$ cat src/rtl/core/char_lcd_init_refresh_sequencer_defines.svh
// Assertion macros shared by the LCD sequencer RTL.
`ifndef CHAR_LCD_INIT_REFRESH_SEQUENCER_DEFINES_SVH
`define CHAR_LCD_INIT_REFRESH_SEQUENCER_DEFINES_SVH

`ifndef NO_ASSERTIONS
`define CLCD_ASSERT_NOW(label, clk, rst_n, ante, cons) \
	label: assert property (@(posedge clk) disable iff (!rst_n) (ante) |-> (cons)) \
		else $error("LCD sequencer assertion failed");
`define CLCD_ASSERT_NEXT(label, clk, rst_n, ante, cons) \
	label: assert property (@(posedge clk) disable iff (!rst_n) (ante) |=> (cons)) \
		else $error("LCD sequencer assertion failed");
`else
`define CLCD_ASSERT_NOW(label, clk, rst_n, ante, cons)
`define CLCD_ASSERT_NEXT(label, clk, rst_n, ante, cons)
`endif

`endif

$ cat src/rtl/core/clcd_seq_pkg.sv
package clcd_seq_pkg;

	localparam int ROWS    = 4;
	localparam int COLUMNS = 20;
	localparam int CELLS   = ROWS * COLUMNS;
	localparam int IDX_W   = $clog2(CELLS);
	localparam int WAIT_W  = 25;

	localparam logic [7:0] CMD_FUNCTION_SET = 8'h38;
	localparam logic [7:0] CMD_DISPLAY_OFF  = 8'h08;
	localparam logic [7:0] CMD_CLEAR        = 8'h01;
	localparam logic [7:0] CMD_ENTRY_MODE   = 8'h06;
	localparam logic [7:0] CMD_DISPLAY_ON   = 8'h0C;

	localparam logic [7:0] ROW_ADDR_0 = 8'h80;
	localparam logic [7:0] ROW_ADDR_1 = 8'hC0;
	localparam logic [7:0] ROW_ADDR_2 = 8'h94;
	localparam logic [7:0] ROW_ADDR_3 = 8'hD4;

	localparam logic [WAIT_W-1:0] WAIT_POWER_UP = WAIT_W'(1000000);
	localparam logic [WAIT_W-1:0] WAIT_FUNC_1   = WAIT_W'(500000);
	localparam logic [WAIT_W-1:0] WAIT_FUNC_2   = WAIT_W'(20000);
	localparam logic [WAIT_W-1:0] WAIT_OFF      = WAIT_W'(6000);
	localparam logic [WAIT_W-1:0] WAIT_CLEAR    = WAIT_W'(300000);
	localparam logic [WAIT_W-1:0] WAIT_ENTRY    = WAIT_W'(6000);
	localparam logic [WAIT_W-1:0] WAIT_ON       = WAIT_W'(20000);
	localparam logic [WAIT_W-1:0] WAIT_CHAR     = WAIT_W'(5000);
	localparam logic [WAIT_W-1:0] WAIT_LAST_ROW = WAIT_W'(11000);
	localparam logic [WAIT_W-1:0] WAIT_FRAME    = WAIT_W'(20000000);

	localparam logic [8*CELLS-1:0] LABEL_TEMPLATE = {
		"      Soll    Ist   ",
		" RPM:               ",
		"Volt:      V       V",
		"Temp:     Delay:    "
	};

	typedef struct packed {
		logic                strobe;
		logic [7:0]          cmd;
		logic [WAIT_W-1:0]   wait_units;
	} init_entry_t;

	function automatic logic [7:0] template_byte(input logic [IDX_W-1:0] idx);
		int unsigned sh;
		sh = 8 * (CELLS - 1 - int'(idx));
		return 8'(LABEL_TEMPLATE >> sh);
	endfunction

	function automatic logic [7:0] row_address(input logic [1:0] r);
		logic [7:0] a;
		unique case (r)
			2'd0: a = ROW_ADDR_0;
			2'd1: a = ROW_ADDR_1;
			2'd2: a = ROW_ADDR_2;
			default: a = ROW_ADDR_3;
		endcase
		return a;
	endfunction

	function automatic init_entry_t init_entry(input logic [2:0] s);
		init_entry_t e;
		unique case (s)
			3'd0: e = '{1'b0, 8'h00, WAIT_POWER_UP};
			3'd1: e = '{1'b1, CMD_FUNCTION_SET, WAIT_FUNC_1};
			3'd2: e = '{1'b1, CMD_FUNCTION_SET, WAIT_FUNC_2};
			3'd3: e = '{1'b1, CMD_DISPLAY_OFF, WAIT_OFF};
			3'd4: e = '{1'b1, CMD_CLEAR, WAIT_CLEAR};
			3'd5: e = '{1'b1, CMD_ENTRY_MODE, WAIT_ENTRY};
			3'd6: e = '{1'b1, CMD_DISPLAY_ON, WAIT_ON};
			default: e = '0;
		endcase
		return e;
	endfunction

endpackage

$ cat src/rtl/core/char_lcd_init_refresh_sequencer.sv
// Character LCD sequencer for a 4x20 panel. Every tick beat on the input
// (tuser 0) yields exactly one output beat with the bus byte, the register
// select, the strobe flag and the wait before the next tick; a write beat
// (tuser 1) stores a character in the 80-entry display buffer, if its column
// is below 20, and yields nothing. One beat is accepted per cycle unless the
// input stalls. The synchronous buffer read happens at the edge that accepts
// a tick, into the read stage, and the output register is loaded from the
// read stage once it is empty or being drained. When the output is held off,
// the read stage and the output register fill and the input stalls until the
// output drains. After reset the buffer reads as the label template, with no
// clearing pass; per-entry valid bits select the template until an entry
// has been written.
module char_lcd_init_refresh_sequencer
	import clcd_seq_pkg::*;
(
	input  logic        clk,
	input  logic        arst_n,
	input  logic        s_tvalid,
	output logic        s_tready,
	input  logic [15:0] s_tdata,  // row[1:0], column[6:2], character[14:7], zero fill
	input  logic        s_tuser,  // op
	output logic        m_tvalid,
	input  logic        m_tready,
	output logic [39:0] m_tdata,  // bus_byte[7:0], wait_units[32:8], zero fill
	output logic [1:0]  m_tuser   // strobe_res[0], register_select[1]
);

	logic [1:0]  in_row;
	logic [4:0]  in_col;
	logic [7:0]  in_char;
	logic        accept, tick_acc, wr_acc, advance;

	assign in_row  = s_tdata[1:0];
	assign in_col  = s_tdata[6:2];
	assign in_char = s_tdata[14:7];
	assign accept   = s_tvalid && s_tready;
	assign tick_acc = accept && !s_tuser;
	assign wr_acc   = accept && s_tuser;

	// Sequencer state.
	logic        init_q;
	logic [2:0]  step_q;
	logic [1:0]  cur_row_q;
	logic [4:0]  cur_col_q;

	logic        nx_init;
	logic [2:0]  nx_step;
	logic [1:0]  nx_row;
	logic [4:0]  nx_col;
	logic        t_strobe, t_rs, t_use_buf;
	logic [7:0]  t_byte;
	logic [WAIT_W-1:0] t_wait;
	logic [6:0]  rd_idx;
	logic        rd_inrange;
	init_entry_t ie;

	assign rd_idx     = 7'(cur_row_q * 7'(COLUMNS)) + 7'(cur_col_q);
	assign rd_inrange = rd_idx < 7'(CELLS);
	assign ie         = init_entry(step_q);

	always_comb begin
		nx_init   = init_q;
		nx_step   = step_q;
		nx_row    = cur_row_q;
		nx_col    = cur_col_q;
		t_strobe  = 1'b0;
		t_rs      = 1'b0;
		t_use_buf = 1'b0;
		t_byte    = 8'h00;
		t_wait    = '0;
		if (!init_q) begin
			t_strobe = ie.strobe;
			t_byte   = ie.cmd;
			t_wait   = ie.wait_units;
			if (step_q == 3'd6) begin
				nx_init = 1'b1;
				nx_step = 3'd0;
			end else if (step_q != 3'd7) begin
				nx_step = step_q + 3'd1;
			end
		end else if (!step_q[0]) begin
			t_strobe = 1'b1;
			t_byte   = row_address(step_q[2:1]);
			t_wait   = WAIT_CHAR;
			nx_step  = step_q + 3'd1;
		end else begin
			t_strobe  = 1'b1;
			t_rs      = 1'b1;
			t_use_buf = 1'b1;
			if (cur_col_q >= 5'(COLUMNS - 1)) begin
				nx_col = '0;
				if (step_q == 3'd7) begin
					nx_row  = '0;
					nx_step = 3'd0;
					t_wait  = WAIT_FRAME;
				end else begin
					nx_row  = step_q[2:1] + 2'd1;
					nx_step = step_q + 3'd1;
					t_wait  = WAIT_CHAR;
				end
			end else begin
				nx_col = cur_col_q + 5'd1;
				t_wait = (step_q == 3'd7) ? WAIT_LAST_ROW : WAIT_CHAR;
			end
		end
	end

	always_ff @(posedge clk or negedge arst_n) begin
		if (!arst_n) begin
			init_q    <= 1'b0;
			step_q    <= '0;
			cur_row_q <= '0;
			cur_col_q <= '0;
		end else if (tick_acc) begin
			init_q    <= nx_init;
			step_q    <= nx_step;
			cur_row_q <= nx_row;
			cur_col_q <= nx_col;
		end
	end

	// Display buffer and its valid bits.
	logic [7:0]       mem [CELLS];
	logic [CELLS-1:0] wvalid_q;
	logic [6:0]       wr_idx;
	logic             wr_en, rd_en;

	assign wr_idx = 7'(in_row * 7'(COLUMNS)) + 7'(in_col);
	assign wr_en  = wr_acc && (in_col < 5'(COLUMNS));
	assign rd_en  = tick_acc && t_use_buf && rd_inrange;

	always_ff @(posedge clk) begin
		if (wr_en) begin
			mem[wr_idx[IDX_W-1:0]] <= in_char;
		end
	end

	always_ff @(posedge clk or negedge arst_n) begin
		if (!arst_n) begin
			wvalid_q <= '0;
		end else if (wr_en) begin
			wvalid_q[wr_idx[IDX_W-1:0]] <= 1'b1;
		end
	end

	// Stage 1: buffer read in flight.
	logic              valid_s1, strobe_s1, rs_s1, use_buf_s1, inrange_s1, memv_s1;
	logic [7:0]        byte_s1, tmpl_s1, rdata_s1, byte_fin;
	logic [WAIT_W-1:0] wait_s1;

	always_ff @(posedge clk) begin
		if (rd_en) begin
			rdata_s1 <= mem[rd_idx[IDX_W-1:0]];
			memv_s1  <= wvalid_q[rd_idx[IDX_W-1:0]];
			tmpl_s1  <= template_byte(rd_idx[IDX_W-1:0]);
		end
		if (tick_acc) begin
			strobe_s1  <= t_strobe;
			rs_s1      <= t_rs;
			use_buf_s1 <= t_use_buf;
			inrange_s1 <= rd_inrange;
			byte_s1    <= t_byte;
			wait_s1    <= t_wait;
		end
	end

	always_ff @(posedge clk or negedge arst_n) begin
		if (!arst_n) begin
			valid_s1 <= 1'b0;
		end else if (tick_acc) begin
			valid_s1 <= 1'b1;
		end else if (advance) begin
			valid_s1 <= 1'b0;
		end
	end

	always_comb begin
		if (!use_buf_s1) begin
			byte_fin = byte_s1;
		end else if (!inrange_s1) begin
			byte_fin = 8'h00;
		end else if (memv_s1) begin
			byte_fin = rdata_s1;
		end else begin
			byte_fin = tmpl_s1;
		end
	end

	// Output register.
	logic        out_valid_q;
	logic [39:0] out_data_q;
	logic [1:0]  out_user_q;

	assign advance  = valid_s1 && (!out_valid_q || m_tready);
	assign s_tready = !valid_s1 || advance;

	always_ff @(posedge clk or negedge arst_n) begin
		if (!arst_n) begin
			out_valid_q <= 1'b0;
		end else if (advance) begin
			out_valid_q <= 1'b1;
		end else if (m_tready) begin
			out_valid_q <= 1'b0;
		end
	end

	always_ff @(posedge clk) begin
		if (advance) begin
			out_data_q <= {7'd0, wait_s1, byte_fin};
			out_user_q <= {rs_s1, strobe_s1};
		end
	end

	assign m_tvalid = out_valid_q;
	assign m_tdata  = out_data_q;
	assign m_tuser  = out_user_q;

`include "char_lcd_init_refresh_sequencer_defines.svh"

	`CLCD_ASSERT_NOW(a_col_range, clk, arst_n, 1'b1, cur_col_q < 5'(COLUMNS))
	`CLCD_ASSERT_NOW(a_init_step, clk, arst_n, !init_q, step_q != 3'd7)
	`CLCD_ASSERT_NOW(a_col_odd_step, clk, arst_n, init_q && cur_col_q != 5'd0, step_q[0])
	`CLCD_ASSERT_NOW(a_stall_blocks, clk, arst_n, valid_s1 && !advance, !s_tready)
	`CLCD_ASSERT_NEXT(a_tick_fills, clk, arst_n, tick_acc, valid_s1)

endmodule
$ cat config.mk
export PLATFORM = sky130hd
export DESIGN_NAME = char_lcd_init_refresh_sequencer
export DESIGN_NICKNAME = d
export VERILOG_FILES = /design/src/rtl/core/clcd_seq_pkg.sv /design/src/rtl/core/char_lcd_init_refresh_sequencer.sv
export VERILOG_INCLUDE_DIRS = /design/src /design/src/rtl/core
export SDC_FILE = /design/constraint.sdc
export NUM_CORES = 1
export LEC_CHECK = 0
export BUFFER_PORTS_ARGS = -buffer_cell sky130_fd_sc_hd__clkbuf_2
export CELL_PAD_IN_SITES_DETAIL_PLACEMENT = 0
export CELL_PAD_IN_SITES_GLOBAL_PLACEMENT = 1
export CORE_MARGIN = 2
export CORE_UTILIZATION = 59
export CTS_CLUSTER_DIAMETER = 200
export DETAILED_ROUTE_END_ITERATION = 6
export PLACE_DENSITY = 0.91
export SYNTH_ARGS = -nofsm -noshare
export SYNTH_HDL_FRONTEND = slang
export SYNTH_SLANG_ARGS = --single-unit
$ cat constraint.sdc
create_clock -name clk -period 4.78 [get_ports clk]
set_input_delay 0.717 -clock clk [delete_from_list [all_inputs] [get_ports clk]]
set_output_delay 0.717 -clock clk [all_outputs]
set_load 0.02 [all_outputs]
=== After elaboration in Yosys (flattened, before gate mapping) ===
Memories as Yosys holds them, arrays and structs flattened. A register that Yosys moved wholly into a read port is not among the register bits.
Index checks and enable logic that the tools add are counted.

* Register bits after elaboration: 173
* Memory bits (writable): 640
* Bits of input ports: 21
* Output and inout bits: 44
* Word-level logic and storage cells: 101
* Memories kept: 1

* Add/subtract/negate cells: 6
* $mul: 2
* Order comparisons: 6
* Equality and inequality tests: 11
* Shifts and indexed selects: 1
* Mux-type cells: 34
* Bitwise operators: 1
* Reduce and logical (&&, ||, !) cells: 22

{| class="wikitable"
|+ Memory list
! name !! words !! width !! read ports !! clocked after Yosys merged registers in !! wr ports !! RTL line !! RTL
|-
| mem || 80 || 8 || 1 || 1 || 1 || char_lcd_init_refresh_sequencer.sv:123 || <nowiki>logic [7:0] mem [CELLS];</nowiki>
|}

{| class="wikitable"
|+ Operators by type and width
! kind !! count
|-
| $shr A638 B32 Y8 const A || 1
|-
| $pmux W34 S7 || 1
|-
| $mux W25 || 4
|-
| $or A80 B80 Y80 || 1
|-
| $mux W8 || 5
|-
| $pmux W7 S3 || 1
|-
| $mux W3 || 6
|-
| $lt A7 B8 Y1 const B || 2
|-
| $add A7 B5 Y7 || 2
|-
| $mux W14 || 1
|-
| $eq A3 B3 Y1 const B || 4
|-
| $mux W1 || 12
|-
| $mul A2 B3 Y5 const B || 2
|-
| $logic_and A1 B1 Y1 || 8
|-
| $sub A7 B7 Y8 const A || 1
|-
| $bmux W1 S7 || 1
|-
| $demux W1 S7 || 1
|-
| $ge A7 B1 Y1 const B || 1
|-
| $lt A7 B7 Y1 const B || 1
|-
| $eq A3 B2 Y1 const B || 2
|-
| $reduce_and A3 Y1 || 2
|-
| $add A5 B1 Y5 const B || 1
|-
| $ge A5 B5 Y1 const B || 1
|-
| $lt A5 B5 Y1 const B || 1
|-
| 17 further kinds || 21
|}

=== Depth between registers and ports, before layout ===
Gate-level depths: netlist of the first run.

* Word-level depth: 9
* Depth in mapped cells: 13
* Gate-level depth less buffers: 12

=== Least setup slack after synthesis of the first run ===
No wires, ideal clock.

* Kind: input -> register
* Start point: input port m_tready
* End point: register memv_s1 (enable)
* Library setup time: 0.388 ns
* Arrival time: 2.776 ns
* Required time: 4.392 ns
* Slack: 1.616 ns
* Cell stages on the path: 5
* Path buffers: 0
* Path through: nand3b_1 nand3b_1 inv_1 nand2_1 nor2_1

* Word-level cells in the longest chain between the ends: 7

{| class="wikitable"
|+ RTL lines
! what !! RTL line !! RTL
|-
| start, declared || char_lcd_init_refresh_sequencer.sv:23 || <nowiki>input logic m_tready,</nowiki>
|-
| $logic_or A1 B1 Y1 || char_lcd_init_refresh_sequencer.sv:194 || <nowiki>assign advance = valid_s1 && (!out_valid_q || m_tready);</nowiki>
|-
| $logic_and A1 B1 Y1 || char_lcd_init_refresh_sequencer.sv:194 ||
|-
| $logic_or A1 B1 Y1 || char_lcd_init_refresh_sequencer.sv:195 || <nowiki>assign s_tready = !valid_s1 || advance;</nowiki>
|-
| $logic_and A1 B1 Y1 || char_lcd_init_refresh_sequencer.sv:36 || <nowiki>assign accept = s_tvalid && s_tready;</nowiki>
|-
| $logic_and A1 B1 Y1 || char_lcd_init_refresh_sequencer.sv:37 || <nowiki>assign tick_acc = accept && !s_tuser;</nowiki>
|-
| via tick_acc || char_lcd_init_refresh_sequencer.sv:31 || <nowiki>logic accept, tick_acc, wr_acc, advance;</nowiki>
|-
| $logic_and A1 B1 Y1 (2 in series) || char_lcd_init_refresh_sequencer.sv:130 || <nowiki>assign rd_en = tick_acc && t_use_buf && rd_inrange;</nowiki>
|-
| via rd_en || char_lcd_init_refresh_sequencer.sv:126 || <nowiki>logic wr_en, rd_en;</nowiki>
|-
| end signal, assigned || char_lcd_init_refresh_sequencer.sv:154 || <nowiki>memv_s1 <= wvalid_q[rd_idx[IDX_W-1:0]];</nowiki>
|-
| end, declared || char_lcd_init_refresh_sequencer.sv:147 || <nowiki>logic valid_s1, strobe_s1, rs_s1, use_buf_s1, inrange_s1, memv_s1;</nowiki>
|}

The timed path passes the listed nets, and every way through them passes these cells.
A chain may end at the register's enable or synchronous reset.

=== Worst setup path after layout of the first run ===
* Start point: register cur_row_q[1]
* End point: register rdata_s1[2], read port of mem (data pin)

* Word-level cells in the longest chain between the ends: 4

{| class="wikitable"
|+ RTL lines
! what !! RTL line !! RTL
|-
| start, declared || char_lcd_init_refresh_sequencer.sv:43 || <nowiki>logic [1:0] cur_row_q;</nowiki>
|-
| start signal, assigned || char_lcd_init_refresh_sequencer.sv:117 || <nowiki>cur_row_q <= nx_row;</nowiki>
|-
| $mul A2 B3 Y5 (*) || char_lcd_init_refresh_sequencer.sv:57 || <nowiki>assign rd_idx = 7'(cur_row_q * 7'(COLUMNS)) + 7'(cur_col_q);</nowiki>
|-
| $add A7 B5 Y7 (*) || char_lcd_init_refresh_sequencer.sv:57 ||
|-
| $lt A7 B7 Y1 || char_lcd_init_refresh_sequencer.sv:58 || <nowiki>assign rd_inrange = rd_idx < 7'(CELLS);</nowiki>
|-
| $logic_and A1 B1 Y1 || char_lcd_init_refresh_sequencer.sv:130 ||
|-
| end, declared || char_lcd_init_refresh_sequencer.sv:148 || <nowiki>logic [7:0] byte_s1, tmpl_s1, rdata_s1, byte_fin;</nowiki>
|}

Every way passes the cells marked *; elsewhere a longest branch is shown, timed or not.

==> impl_results.md, run 1 <==
* Status: finished clean
* Setup TNS at 0 ns
* Syn-to-layout area delta at 11.9%
* Sequential area share after synthesis at 0.730
* Async SR Flop Fraction at 0.115
* Design Area, Final at 36400 um^2
* Syn Area/Cell at 17.9 um^2
* Post-Syn Area at roughly 33000 um^2
* Initial core utilization at 0.593
* Synth top area cells: edfxtp_1 66%, mux4_2 11%, dfrtp_1 7.2%, mux2i_1 2.1%, or2_2 1.6%
* Row count at 86
* Vias at 17.7k
* Cells after DPL at 2587
* Final Max Slew Viols at 0
* Sw Pwr at 5.24 mW
* Post-synth EDFFs at 713
* Fin crit share at 0.836
* TritonCTS clock tree: done
* DIE AREA at between 50000 and 60000 um^2
* Met2 GRT Util at 0.444
* Critical path launch point type: flip-flop
* Synth Area in Compound Gates at 0.0503
* Crit path DAT at 4.37 ns
* DR DRC count at 0
* Layout cells sized above 1 at 0.259
* Core Region at 54800 um^2
* Postcts setup bufs at 0
* Power Density at 499 nW/um^2
* Cells after Synth at 1816
* Crit path capture type: flip-flop
* Initial antenna violation count at 0
* CTS buffer count at a little under 80
* Post-Route Skew at 0.0414 ns
* Max VDD drop at 341 uV
* RePlAce Congestion at approximately 0.87
* Detailed Place HPWL at about 47000 um
* Worst-path clk slew at ~0.06 ns
* Post-Layout Cell Count at 2731
* ANT nets after route at 0
* Clock power share at 0.329
* Yosys cell types at 73
* Die W at 239 um
* Top cell type's share of synthesized area at 0.659
* Sw frac at 0.288
* Pleak at 12.7 nW
* I/O Buffers at 51
* Synth Register Bits at 806
* Final Hold Fails at 0
* Relative slew slack at 0.217
* Setup CP Type: flip-flop to flip-flop
* Tot Pwr at roughly 18 mW
* Clk root buf: clkbuf_16
* DR WL/cell at 27.2 um
* Worst Path Max Fanout at 23
* Number of global-route vias before repair at 18.1k
* Min-Delay Path Class: primary input to async pin
* Most frequent cells in the layout: 713 x edfxtp_1, 156 x mux4_2, 118 x nor2_1
* # resized after CTS at 0
* Achievable Freq at 250 MHz
* Via density at 6.50
* Detailed Route WL at 74300 um
* Flop pwr share at 0.448
* ANT cells at 0
* GR peak layer: met2
* Clk Latency, worst-skew pair at 0.62 ns
* Worst slew pin tran at 1.17 ns
* First-pass GRT wire length at around 110000 um
* Chip Height at 239 um
* Iter 0 DRT Violations at 2296
* Final Setup Violations at 0
* Largest family of logic cells by synthesized area: multiplexers
* Internal power at 12.9 mW
* Gr ovfl total at 0
* DRT Pass-1 Iters at 5
* Fin crit period at between 3 and 4 ns
* Hold buffers post-CTS at 0
* Yosys Warn Count at 0
* Tot GR Track Use at 0.269
* Most common cell after layout, fill and taps aside: edfxtp_1
* M3 GR Usage at 0.0434
* Worst EP required at 5.15 ns
* RSZ-0062 raised after global routing: false
* Top_reg_cell synth: edfxtp_1
* Synth Area in Simple Gates at 0.0568
* Synth Area in XOR/XNOR at 0.00243
* Fin nets at 2003
* # H-tree levels at 3
* Synth Area in Adders at 0.00808
* Max_cap viols at 0
* Sink Count at 806
* Multiplexer share of the synthesized area at 0.129
* Area post-placement at 33900 um^2
* Cell taking the most area after synthesis: edfxtp_1
* IO Count at 65
* Longest Clk Path Bufs at 3
* Largest net degree at the start of global routing at 81
* Combinational share of power at 0.223
* Met1 GRT Util at 0.362
-- sequential cells by signal (all words and copies together), names as in the netlist, 5 cells and up, named ones only --
register,cells
rdata_s1,8
byte_s1,8
tmpl_s1,7
wait_s1,18
wvalid_q,80
mem,640
m_tdata,26
cur_col_q,5
-- final timing paths --
kind / from / endpoint / slack, ns / depth (start not counted)
setup / recovery: cur_row_q[1]$_DFFE_PN0P_ / rdata_s1[2]$_DFFE_PP_ / 0.78 / 7
hold / removal: arst_n / wvalid_q[1]$_DFFE_PN0P_ / 0.19 / 1
setup reg to reg: cur_row_q[1]$_DFFE_PN0P_ / rdata_s1[2]$_DFFE_PP_ / 0.78 / 7
hold reg to reg: wait_s1[12]$_DFFE_PP_ / m_tdata[20]$_DFFE_PP_ / 0.42 / 0
max in group asynchronous: arst_n / cur_col_q[1]$_DFFE_PN0P_ / 3.47 / 2
min in group clk: m_tready / m_tvalid$_DFFE_PN0P_ / 0.39 / 3
-- worst max-delay path, stage by stage, from the launching register on --
cell      delay [ns]
dfrtp_1         0.58
fa_2            1.15
or3b_1          0.74
o22ai_1         0.34
a211oi_1        0.11
a21oi_1         0.31
a21oi_1         0.12
a22oi_1         0.38
-- routing by layer --
metal | wire length (um) | part of all wire
met1 | 27700 | 0.37
met2 | 36900 | 0.50
met3 | 6640 | 0.089
met4 | 3020 | 0.041
met5 | 0 | 0
-- metrics by stage --
step | setup slack [ns] | utilization | hold slack, ns
6_report | 0.782 | 0.664 | 0.194
5_1_grt | 0.671 | 0.664 | 0.250
4_1_cts | 0.887 | 0.664 | 0.205
3_5_place_dp | 0.838 | 0.619 | 0.405
3_3_place_gp | 0.857 | 0.619 | 0.404
2_1_floorplan | 1.62 | - | 0.400
-- synthesized netlist by cell type (6+ instances only) --
library cell  count
a211oi_1         15
a21o_1            7
a21oi_1          51
a22oi_1          50
a31oi_1           8
and2_1            6
buf_1            10
buf_2            25
buf_4            20
buf_6            15
clkbuf_1         32
dfrtp_1          93
edfxtp_1        713
ha_1             17
inv_1            21
mux2i_1          67
mux4_2          156
nand2_1          87
nand2b_1          9
nand3_1          17
nand4_1           9
nor2_1          118
nor2b_1           8
nor3_1            9
o21ai_0          48
o221ai_1          6
o22ai_1          28
or2_2            85
-- area by class of cell --
type	count	area (um^2)
sequential	806	23700
fill	3400	18400
multi-input combinational	892	8080
clock buffer	110	2140
timing repair buffer	162	1120
tap	704	881
clock inverter	34	322
inverter	23	86.3
-- logic make-up (layout without fill, tap and decap cells) --
kind of cell             after synthesis  count (layout)
AO/OA/AOI/OAI                        251             251
XOR/XNOR                               9               9
adder cells (fa/ha/maj)               20              20
buffers and inverters                129             329
flip-flops                           806             806
multiplexers                         224             224
other                                  1              12
AND/OR/NAND/NOR                      376             376
-- power groups by stage --
stage | registers (mW) | clock network (mW) | logic (mW)
final | 8.14 | 5.97 | 4.05
after global routing | 8.17 | 6.29 | 4.29
after detailed placement | 8.29 | 0 | 3.95
after floorplan | 8.14 | 0 | 2.84
after global placement | 8.27 | 0 | 3.88
after CTS | 8.15 | 6.03 | 3.99
No activity file was read; power rests on OpenSTA's default activity.
==> inputs of run 2 (changes only) <==
--- a/config.mk
+++ b/config.mk
@@ -10,10 +10,10 @@
 export CELL_PAD_IN_SITES_DETAIL_PLACEMENT = 0
 export CELL_PAD_IN_SITES_GLOBAL_PLACEMENT = 1
 export CORE_MARGIN = 2
-export CORE_UTILIZATION = 59
+export CORE_UTILIZATION = 54
 export CTS_CLUSTER_DIAMETER = 200
 export DETAILED_ROUTE_END_ITERATION = 6
-export PLACE_DENSITY = 0.91
+export PLACE_DENSITY = 0.85
 export SYNTH_ARGS = -nofsm -noshare
 export SYNTH_HDL_FRONTEND = slang
 export SYNTH_SLANG_ARGS = --single-unit
==> constraint.sdc (replaced) <==
create_clock -name clk -period 4 [get_ports clk]
set_input_delay 0.6 -clock clk [delete_from_list [all_inputs] [get_ports clk]]
set_output_delay 0.6 -clock clk [all_outputs]
set_load 0.02 [all_outputs]
==> impl_results.md, run 2 (synthesis gave the netlist of run 1 again) <==
* Status: finished, violations left
* Failing checks: DRC
* Relative slew slack at 0.129
* Via density at 6.25
* Core Region at 59200 um^2
* Fill cells at just over 4k
* DRT Pass-1 Iters at 7
* Worst slew pin tran at ~1.3 ns
* Clk Latency, worst-skew pair at 0.64 ns
* Setup TNS at 0 ns
* Min-Delay Path Class: primary input to async pin
* Longest Clk Path Bufs at 3
* I/O Buffers at between 50 and 60
* Iter 0 DRT Violations at 2108
* Vias at 17.8k
* Setup CP Type: flip-flop to flip-flop
* DP Worst Slack at around 0.62 ns
* Worst EP required at 4.40 ns
* Cell family with most CP delay: compound AO/OA/AOI/OAI gates
* Postcts setup bufs at 0
* IO Count at 65
* Post-Route Skew at 0.0276 ns
* TritonCTS clock tree: done
* Die W at 249 um
* Tot GR Track Use at 0.249
* CP peak stage delay at 0.75 ns
* Detailed Route WL at 75900 um
* Hold buffers post-CTS at 0
* Most frequent cells in the layout: 713 x edfxtp_1, 156 x mux4_2, 154 x buf_4
* ANT cells at 0
* Setup WS post-layout at 0.467 ns
* # H-tree levels at 3
* Achievable Freq at 283 MHz
* Most frequent CP cell: a21oi_1
* Bufs and invs on worst path at 0
* DR DRC count at 7
* DR WL/cell at roughly 27 um
* CTS buffer count at 81
* Detailed Place HPWL at 47300 um
* Final Hold Fails at 0
* Initial antenna violation count at 1
* Max VDD drop at roughly 610 uV
* Max_cap viols at 0
* Max reg flops at 640
* Fin crit share at 0.883
* Crit path DAT at 3.93 ns
* CP Cell Sequence: ha_2, fa_2, or3b_1, o22ai_1, a211oi_1, a21oi_1, a21oi_1, a22oi_1
* Fin crit period at 3.53 ns
* Final Setup Violations at 0
* Row count at 89
* Worst Path Max Fanout at 12
* Final Max Slew Viols at 0
* WHS at 0.129 ns
* Number of global-route vias before repair at 18.1k
* Final core utilization at 0.626
* Initial core utilization at 0.549
* DIE AREA at 62200 um^2
* Fin nets at 2055
* RePlAce Congestion at 0.856
* Layout cells sized above 1 at 0.280
* Worst-path clk slew at 0.06 ns
* Syn-to-layout area delta at 14.0%
* Gr ovfl total at 0
* Power Density at around 600 nW/um^2
* Pleak at roughly 13 nW
* Clk root buf: clkbuf_16
* First-pass GRT wire length at 116000 um
* Crit path capture type: flip-flop
* Largest net degree at the start of global routing at 64
* Slowest CP cell: fa_2
* Critical path launch point type: flip-flop
* Most common cell after layout, fill and taps aside: edfxtp_1
* ANT nets after route at 0
* Chip Height at between 200 and 250 um
* Sink Count at 806
* # resized after CTS at 0
* RSZ-0062 raised after global routing: false
-- run 2: cell count changes in the layout (fill, tap and decap cells not counted) --
cell        change
buf_4          +44
clkinv_2        +3
clkbuf_8        -1
clkinvlp_4      -2
inv_6           -2
clkinv_1        +5
clkinv_4        +3
clkbuf_1        -8
clkbuf_16       +6
buf_12          +5
inv_16          +2
-- run 2: per-layer routing --
| metal | wire length, um | GRT usage |
|---|---|---|
| met5 | 13 | 0 |
| met4 | 3020 | 0.0964 |
| met3 | 6520 | 0.0497 |
| met2 | 37300 | 0.404 |
| met1 | 29100 | 0.337 |
-- run 2: stage by stage --
stage	power, mW	cells	instance area [um^2]
2_1_floorplan	13.1	1827	32500
3_3_place_gp	14.8	2705	34400
3_5_place_dp	14.8	2705	34400
4_1_cts	22.3	2855	37100
5_1_grt	23.0	2855	37100
6_report	22.3	2855	37100
-- run 2: cell type report --
class / instances / area, um^2 / share of cell area
clock buffers: 107 / 2250 / 0.0607
inverters: 23 / 86.3 / 0.00233
repair buffers: 211 / 1550 / 0.0417
clock inverters: 43 / 389 / 0.0105
multi-input cells: 892 / 8080 / 0.218
well taps: 773 / 967 / 0.0261
flip-flops and latches: 806 / 23700 / 0.641
-- run 2: path summary, 6_finish.rpt --
check,from,end,slack [ns],depth (start not counted)
min reg2reg,wait_s1[15]$_SDFFCE_PP0P_,m_tdata[23]$_DFFE_PP_,0.42,0
max reg2reg,cur_col_q[2]$_DFFE_PN0P_,rdata_s1[5]$_DFFE_PP_,0.47,8
min,arst_n,wvalid_q[15]$_DFFE_PN0P_,0.13,1
max in group asynchronous,arst_n,cur_col_q[0]$_DFFE_PN0P_,3.05,1
max,cur_col_q[2]$_DFFE_PN0P_,rdata_s1[5]$_DFFE_PP_,0.47,8
min in group clk,m_tready,m_tvalid$_DFFE_PN0P_,0.24,3
-- run 2: where the power goes --
part / total [mW] / switching, mW / internal [mW] / leakage, nW
logic: 5.14 / 3.11 / 2.03 / 4.08
registers: 9.66 / 0.205 / 9.45 / 7.66
clock network: 7.49 / 3.18 / 4.31 / 1.30
total: 22.3 / 6.49 / 15.8 / 13.0
